File: src/sv/srt_pkg.sv
`default_nettype none
package srt_pkg;
    typedef enum logic [2:0] {
        K_CHECK  = 3'd0,
        K_PLACE  = 3'd1,
        K_AUTO   = 3'd2,
        K_REMOVE = 3'd3,
        K_QUERY  = 3'd4
    } kind_t;

    localparam logic [1:0] ST_OK      = 2'd0;
    localparam logic [1:0] ST_INVALID = 2'd1;
    localparam logic [1:0] ST_IN_USE  = 2'd2;
    localparam logic [1:0] ST_FULL    = 2'd3;

    localparam logic CFG_ADDR_LIMIT = 1'b0;
    localparam logic CFG_AUTO_BASE  = 1'b1;

    localparam logic [47:0] LIMIT_RESET = 48'hFFFF_FFFF_FFFF;
    localparam logic [47:0] AUTO_BASE_RESET = 48'h0000_0050_0000;

    typedef struct packed {
        logic [2:0]  kind;
        logic [47:0] address;
        logic [47:0] length;
        logic [2:0]  perms;
    } req_t;

    typedef struct packed {
        logic [1:0]  status;
        logic        granted;
        logic [2:0]  perms_out;
        logic [47:0] region_start;
        logic [47:0] region_size;
    } rsp_t;

    typedef struct packed {
        logic [47:0] start;
        logic [47:0] size;
        logic [2:0]  perms;
    } entry_t;
endpackage
`default_nettype wire

File: src/sv/sorted_region_table.sv
// check, query and remove scan the entries in order; removal shifts later ones down,
// placement shifts them up, and automatic placement first reads the last entry
// each entry is read (S_CMP), then compared (S_EVAL); a shifted one is read, then written
// one request at a time; the next is accepted in the cycle after the response leaves
// reset: table empty, addr_limit all ones, auto_base 0x500000
`default_nettype none
module sorted_region_table #(
    parameter int MAX_REGIONS = 16,
    parameter int PAGE_BITS = 12
) (
    input  wire logic            clk,
    input  wire logic            rst_n,
    input  wire logic            in_valid,
    output logic                 in_ready,
    input  wire srt_pkg::req_t   in_data,
    output logic                 out_valid,
    input  wire logic            out_ready,
    output srt_pkg::rsp_t        out_data,
    input  wire logic            cfg_we,
    input  wire logic            cfg_index,
    input  wire logic [47:0]     cfg_data
);
    localparam int AW = (MAX_REGIONS > 1) ? $clog2(MAX_REGIONS) : 1;
    localparam int CW = $clog2(MAX_REGIONS + 1);
    localparam logic [48:0] PMASK = 49'((64'd1 << PAGE_BITS) - 64'd1);

    typedef enum logic [3:0] {
        S_IDLE, S_PREP, S_RD, S_CMP, S_EVAL, S_SHR, S_SHW, S_PUT, S_RMR, S_RMW, S_DONE
    } state_t;

    state_t state_reg;
    logic [47:0] limit_reg, base_reg;
    logic [CW-1:0] count_reg, idx_reg, pos_reg;
    srt_pkg::req_t req_reg;
    srt_pkg::rsp_t rsp_reg;
    logic [47:0] start_reg, rsize_reg;

    logic mem_we;
    logic [AW-1:0] mem_waddr, mem_raddr;
    srt_pkg::entry_t mem_wdata, rd;

    srt_mem #(.DEPTH(MAX_REGIONS), .AW(AW)) u_mem (
        .clk(clk), .we(mem_we), .waddr(mem_waddr), .wdata(mem_wdata),
        .raddr(mem_raddr), .rdata(rd)
    );

    function automatic logic [48:0] pround(input logic [48:0] v);
        logic [49:0] t;
        t = {1'b0, v} + {1'b0, PMASK};
        return t[48:0] & ~PMASK;
    endfunction

    logic [48:0] req_end, rd_end, rsize_full, auto_start, pl_end, pl_lim;
    logic is_place;
    always_comb
    begin
        req_end = {1'b0, req_reg.address} + {1'b0, req_reg.length};
        rd_end = {1'b0, rd.start} + {1'b0, rd.size};
        rsize_full = pround({1'b0, req_reg.length});
        auto_start = pround(rd_end);
        pl_end = {1'b0, start_reg} + {1'b0, rsize_reg};
        pl_lim = {1'b0, start_reg} + {1'b0, req_reg.length};
        is_place = (req_reg.kind == srt_pkg::K_PLACE) || (req_reg.kind == srt_pkg::K_AUTO);
    end

    assign in_ready = (state_reg == S_IDLE);
    assign out_valid = (state_reg == S_DONE);
    assign out_data = rsp_reg;

    always_comb
    begin
        mem_we = 1'b0;
        mem_waddr = '0;
        mem_wdata = '0;
        mem_raddr = idx_reg[AW-1:0];
        case (state_reg)
            S_SHR:
            begin
                mem_raddr = AW'(idx_reg - CW'(1));
            end
            S_SHW:
            begin
                mem_we = 1'b1;
                mem_waddr = idx_reg[AW-1:0];
                mem_wdata = rd;
            end
            S_PUT:
            begin
                mem_we = 1'b1;
                mem_waddr = pos_reg[AW-1:0];
                mem_wdata = '{start: start_reg, size: rsize_reg, perms: req_reg.perms};
            end
            S_RMW:
            begin
                mem_we = 1'b1;
                mem_waddr = AW'(idx_reg - CW'(1));
                mem_wdata = rd;
            end
            default: ;
        endcase
    end

    always_ff @(posedge clk or negedge rst_n)
    begin
        if (!rst_n)
        begin
            state_reg <= S_IDLE;
            limit_reg <= srt_pkg::LIMIT_RESET;
            base_reg <= srt_pkg::AUTO_BASE_RESET;
            count_reg <= '0;
            idx_reg <= '0;
            pos_reg <= '0;
            req_reg <= '0;
            rsp_reg <= '0;
            start_reg <= '0;
            rsize_reg <= '0;
        end
        else
        begin
            if (cfg_we)
            begin
                if (cfg_index == srt_pkg::CFG_ADDR_LIMIT)
                    limit_reg <= cfg_data;
                else
                    base_reg <= cfg_data;
            end
            case (state_reg)
                S_IDLE:
                begin
                    if (in_valid)
                    begin
                        req_reg <= in_data;
                        rsp_reg <= '{status: srt_pkg::ST_INVALID, default: '0};
                        start_reg <= in_data.address;
                        idx_reg <= (in_data.kind == srt_pkg::K_AUTO && count_reg != '0)
                            ? CW'(count_reg - CW'(1)) : '0;
                        state_reg <= S_PREP;
                    end
                end
                S_PREP:
                begin
                    // wait here for the read, then settle the start
                    rsize_reg <= rsize_full[47:0];
                    pos_reg <= count_reg;
                    if (req_reg.kind == srt_pkg::K_AUTO)
                    begin
                        if (count_reg == '0)
                            start_reg <= base_reg;
                        state_reg <= S_RD;
                    end
                    else if (is_place || req_reg.kind == srt_pkg::K_CHECK
                             || req_reg.kind == srt_pkg::K_QUERY
                             || req_reg.kind == srt_pkg::K_REMOVE)
                        state_reg <= S_CMP;
                    else
                        state_reg <= S_DONE;
                end
                S_RD:
                begin
                    // auto start from last entry (read data valid here)
                    if (count_reg != '0)
                    begin
                        if (auto_start[48])
                        begin
                            state_reg <= S_DONE;
                        end
                        else
                        begin
                            start_reg <= auto_start[47:0];
                            state_reg <= S_CMP;
                        end
                    end
                    else
                        state_reg <= S_CMP;
                    idx_reg <= '0;
                end
                S_CMP:
                begin
                    if (is_place && (pl_lim > {1'b0, limit_reg} || pl_end[48]
                                     || rsize_full[48]))
                        state_reg <= S_DONE;
                    else if (idx_reg == count_reg)
                    begin
                        if (is_place)
                        begin
                            if (count_reg >= CW'(MAX_REGIONS))
                            begin
                                rsp_reg.status <= srt_pkg::ST_FULL;
                                state_reg <= S_DONE;
                            end
                            else
                            begin
                                idx_reg <= count_reg;
                                state_reg <= S_SHR;
                            end
                        end
                        else
                            state_reg <= S_DONE;
                    end
                    else
                        state_reg <= S_EVAL;
                end
                S_EVAL:
                begin
                    if (req_reg.kind == srt_pkg::K_CHECK || req_reg.kind == srt_pkg::K_QUERY)
                    begin
                        if (!req_end[48] && rd.start <= req_reg.address && req_end <= rd_end)
                        begin
                            rsp_reg.status <= srt_pkg::ST_OK;
                            rsp_reg.perms_out <= rd.perms;
                            rsp_reg.granted <= (req_reg.kind == srt_pkg::K_CHECK)
                                && ((rd.perms & req_reg.perms) == req_reg.perms);
                            state_reg <= S_DONE;
                        end
                        else
                        begin
                            idx_reg <= CW'(idx_reg + CW'(1));
                            state_reg <= S_CMP;
                        end
                    end
                    else if (req_reg.kind == srt_pkg::K_REMOVE)
                    begin
                        idx_reg <= CW'(idx_reg + CW'(1));
                        if (rd.start == req_reg.address && rd.size == req_reg.length)
                            state_reg <= S_RMR;
                        else
                            state_reg <= S_CMP;
                    end
                    else
                    begin
                        if ({1'b0, rd.start} < pl_end && {1'b0, start_reg} < rd_end)
                        begin
                            rsp_reg.status <= srt_pkg::ST_IN_USE;
                            state_reg <= S_DONE;
                        end
                        else if ({1'b0, rd.start} >= pl_end)
                        begin
                            pos_reg <= idx_reg;
                            if (count_reg >= CW'(MAX_REGIONS))
                            begin
                                rsp_reg.status <= srt_pkg::ST_FULL;
                                state_reg <= S_DONE;
                            end
                            else
                            begin
                                idx_reg <= count_reg;
                                state_reg <= S_SHR;
                            end
                        end
                        else
                        begin
                            idx_reg <= CW'(idx_reg + CW'(1));
                            state_reg <= S_CMP;
                        end
                    end
                end
                S_SHR:
                begin
                    // read entry idx-1 here, write it to idx next cycle
                    if (idx_reg == pos_reg)
                        state_reg <= S_PUT;
                    else
                        state_reg <= S_SHW;
                end
                S_SHW:
                begin
                    idx_reg <= CW'(idx_reg - CW'(1));
                    state_reg <= S_SHR;
                end
                S_PUT:
                begin
                    count_reg <= CW'(count_reg + CW'(1));
                    rsp_reg.status <= srt_pkg::ST_OK;
                    rsp_reg.region_start <= start_reg;
                    rsp_reg.region_size <= rsize_reg;
                    state_reg <= S_DONE;
                end
                S_RMR:
                begin
                    if (idx_reg >= count_reg)
                    begin
                        count_reg <= CW'(count_reg - CW'(1));
                        rsp_reg.status <= srt_pkg::ST_OK;
                        state_reg <= S_DONE;
                    end
                    else
                        state_reg <= S_RMW;
                end
                S_RMW:
                begin
                    idx_reg <= CW'(idx_reg + CW'(1));
                    state_reg <= S_RMR;
                end
                S_DONE:
                begin
                    if (out_ready)
                        state_reg <= S_IDLE;
                end
                default: state_reg <= S_IDLE;
            endcase
        end
    end
endmodule
`default_nettype wire

File: src/sv/srt_mem.sv
`default_nettype none
module srt_mem #(
    parameter int DEPTH = 16,
    parameter int AW = 4
) (
    input  wire logic                clk,
    input  wire logic                we,
    input  wire logic [AW-1:0]       waddr,
    input  wire srt_pkg::entry_t     wdata,
    input  wire logic [AW-1:0]       raddr,
    output srt_pkg::entry_t          rdata
);
    srt_pkg::entry_t mem [DEPTH];

    always_ff @(posedge clk)
    begin
        if (we)
        begin
            mem[waddr] <= wdata;
        end
        rdata <= mem[raddr];
    end
endmodule
`default_nettype wire

File: config.mk
export PLATFORM = sky130hd
export DESIGN_NAME = sorted_region_table
export DESIGN_NICKNAME = d
export VERILOG_FILES = /design/src/sv/srt_pkg.sv /design/src/sv/sorted_region_table.sv /design/src/sv/srt_mem.sv
export SDC_FILE = /design/constraint.sdc
export NUM_CORES = 2
export LEC_CHECK = 0
export BUFFER_PORTS_ARGS = -buffer_cell sky130_fd_sc_hd__buf_2
export CORE_MARGIN = 10
export CORE_UTILIZATION = 45
export CTS_CLUSTER_DIAMETER = 120
export CTS_CLUSTER_SIZE = 14
export DETAILED_ROUTE_END_ITERATION = 7
export GPL_ROUTABILITY_DRIVEN = 0
export GPL_TIMING_DRIVEN = 1
export SLEW_MARGIN = 40
export SYNTH_ARGS = -nofsm -noshare
export SYNTH_HDL_FRONTEND = slang
export SYNTH_SLANG_ARGS = --single-unit
File: constraint.sdc
create_clock -name clk -period 19.87 [get_ports clk]
set_clock_uncertainty 0.15 [all_clocks]
set_input_delay 1.987 -clock clk [delete_from_list [all_inputs] [get_ports clk]]
set_output_delay 1.987 -clock clk [all_outputs]
set_load 0.01 [all_outputs]
==> summary.md <==
| Metric | Value |
|---|---|
| Design Power | 0.0198 W |
| Hold Worst Slack | 350 ps |
| Hold crit path type | flip-flop to flip-flop |
| Status | complete, but fails checks |
| Area Overhead vs Synth | 11.2% |
| Cell variety after synth | 92 |
| Setup repair after global routing missed its margin | false |
| Worst vdd ir | 0.120 mV |
| Most used DFF post-synth | edfxtp_1 |
| Avg Cell Area, Syn | 15.6 um^2 |
| Initial Util | 45.1% |
| Worst Hold Launch | out_data[31] |
| TritonCTS Buffers | 166 |
| Final min period | 8700 ps |
| Fillcell total | 17,600 |
| Via count | 58,700 |
| Crit path max-delay family | compound AO/OA/AOI/OAI gates |
| Routed WL | 290 mm |
| Area share of the largest cell type after synthesis | 49.8% |
| Power Internal | 0.0113 W |
| Final antenna-violating net count | 0 |
| Yosys warns | 0 |
| Core footprint | 212,000 um^2 |
| Longest individual stage delay on the worst path | 620 ps |
| Vias/cell | 6.25 |
| Clk pwr share | 16.0% |
| Maxcap violations | 0 |
| Final period util | 43.8% |
| Die Wd | 481 um |
| EDFF count, synth | 1,584 |
| CP endpoint kind | flip-flop |
| Critical Path RT | 20,440 ps |
| Worst-Skew Late Latency | 860 ps |
| Gr usage total | 24.6% |
| DRC violations left | 2 |
| CTS clk-pin slew, worst paths | 80 ps |
| Setup TNS | 0 ps |
| I/O Buffers | 247 |
| Post-cts resize count | 0 |
| Initial antenna violation count | 10 |
| Critical path class | flip-flop to flip-flop |
| Drt pass-1 iters | 7 |
| Share of cells above drive strength 1 | 20.9% |
| NumNets Final | 7,017 |
| Vias in the first global route | 57,800 |
| Die Height | 481 um |
| Max FFs per register | 1,584 |
| Critical Path Source | req_reg[3] |
| CP max FO | 5 |
| Flop pwr share | 32.6% |
| CTS tree | done |
| Hold Vio Cnt, Final | 0 |
| Seq/Total Area, Yosys | 62.2% |
| Startpoint types | flip-flop |
| Combinational Power Share | 51.4% |
| Synth Cell Area | 95,500 um^2 |
| Clock root cell | clkbuf_16 |
| Critical Path AT | 9270 ps |
| Post-DP Area | 101,000 um^2 |
| Global-route wire length before repair | 417 mm |
| Iteration-0 DRC Markers | 6,515 |
| Mapped Cells | 6,120 |
| Switch share | 42.9% |
| Clock Path Buffers | 3 |
| Gr ovfl total | 0 |
| Asr flop ratio synth | 18.9% |
| Cell at the slowest stage of the critical path | o21ai_0 |
| Largest net degree at the start of global routing | 96 |
| IO Pins | 260 |
| Ranking of synthesized cells by area | edfxtp_1 (50%), mux4_2 (12%), dfrtp_1 (8.9%), ha_1 (5.6%), mux2_2 (2.1%) |
| Detailed-placement wirelength estimate | 194 mm |
| Post-synth top area cell | edfxtp_1 |
| Num rows | 169 |
| # Post-CTS Setup Buffers | 0 |
| NetSw | 0.00849 W |
| Wirelength per Cell | 30.9 um |
| Failing checks | design-rule violations |
| Achievable Freq | 0.115 GHz |
| Slew Limit Fails | 0 |
| Die area | 231,000 um^2 |
| Power Density | 186 nW/um^2 |
| Final Cell Area | 106,000 um^2 |
| Pre-CTS setup slack | 11,440 ps |
| Max-slew headroom | 38.6% |
| Htree depth | 4 |
| Synthesized flop and latch total | 2,074 |
| Launching point of the worst reg2reg path | req_reg[3] |
| Final setup viols | 0 |
| TritonCTS Sinks | 2,074 |
| Leak Pwr | 39.4 nW |
| PnR worst setup slack | 11,170 ps |
| Post-CTS Hold Fix Bufs | 0 |
| Critical path buffers and inverters | 0 |
| Cell mode on critical path | o21ai_0 |
| Worst-Margin Slew | 917 ps |
==> final timing paths <==
path                            endpoint  slack (ps)  cells after the start
max                        out_data[100]       11170                     29
min                         out_data[31]         350                      1
min reg2reg                 out_data[31]         350                      1
max reg2reg                out_data[100]       11170                     29
max in group asynchronous   out_data[36]       16640                      3
min in group asynchronous    req_reg[56]        1000                      1
==> worst register-to-register path, delay by kind of cell, from the launching register on <==
kind | cells | cell delay [ps]
AOI/OAI and AO/OA | 19 | 4980
xor gates and xnor gates | 1 | 100
adders and majority gates | 3 | 1020
DFF | 1 | 490
and+or+nand+nor | 6 | 1830
==> area by class of cell <==
class                      instances  area [um^2]  share of cell area, %
sequential                      2074        59400                   55.9
multi-input combinational       3578        34600                   32.6
clock buffer                     290         4630                   4.36
tap                             2821         3530                   3.32
timing repair buffer             383         2850                   2.68
inverter                         224          841                  0.792
clock inverter                    17          333                  0.314
antenna                            4         10.0                0.00943
==> power groups by stage <==
stage	Clock, W	Sequential (W)	Combinational [W]
finish	0.00316	0.00645	0.0102
global route	0.00340	0.00648	0.0111
CTS	0.00323	0.00640	0.0101
detailed placement	0	0.00649	0.0100
global placement	0	0.00648	0.00982
floorplan	0	0.00607	0.00696
==> cells in the final DEF (no fill, tap or decap), types with 90 or more instances in the layout <==
cell type / count
clkbuf_1: 123
o21ai_0: 250
dfrtp_1: 341
nand2_1: 263
clkbuf_16: 166
a21oi_1: 276
dfxtp_1: 99
ha_1: 430
buf_2: 246
a21o_1: 168
edfxtp_1: 1584
a22o_1: 173
mux2_2: 182
xnor2_1: 174
nor2_1: 173
inv_1: 224
nand3_1: 90
mux4_2: 495
==> Yosys cell counts, types with 39 or more instances <==
cell type     n
nor2_1      192
ha_1        430
dfrtp_1     341
clkbuf_1    196
a21o_1      168
a22o_1      173
xnor2_1     177
mux2_2      182
nand3_1      90
inv_1       224
nor2b_1      41
nand4_1      85
buf_1        39
xor2_1       83
nand2_1     267
dfxtp_1      99
a21oi_1     277
edfxtp_1   1584
mux4_2      495
o21ai_0     250
nor3_1       64
dfstp_2      50
==> metrics by stage <==
stage,utilization [%],std cells
3_3_place_gp,47.5,9061
5_1_grt,50.2,9389
6_report,50.2,9391
2_1_floorplan,-,6131
4_1_cts,50.1,9381
3_5_place_dp,47.7,9074
==> layer usage <==
| layer | GRT usage [%] | share of wire [%] | vias to the layer above | routed length [um] |
|---|---|---|---|---|
| li1 | - | - | 24800 | - |
| met1 | 35.4 | 43 | 30900 | 124000 |
| met2 | 37.8 | 45 | 2578 | 132000 |
| met3 | 3.77 | 7.7 | 424 | 22300 |
| met4 | 9.62 | 4.3 | 4 | 12400 |
| met5 | 0 | 0.0093 | - | 27 |
==> cell families after synthesis <==
group                      after synthesis  share of synthesized area [%]
xor gates and xnor gates               261                           2.40
muxes                                  711                           14.2
adders and majority gates              434                           5.72
buffers and inverters                  479                           1.95
AOI/OAI and AO/OA                     1203                           8.50
and+or+nand+nor                        957                           5.04
DFF                                   2074                           62.2
other                                    1                        0.00393
No activity file was read; power rests on OpenSTA's default activity.
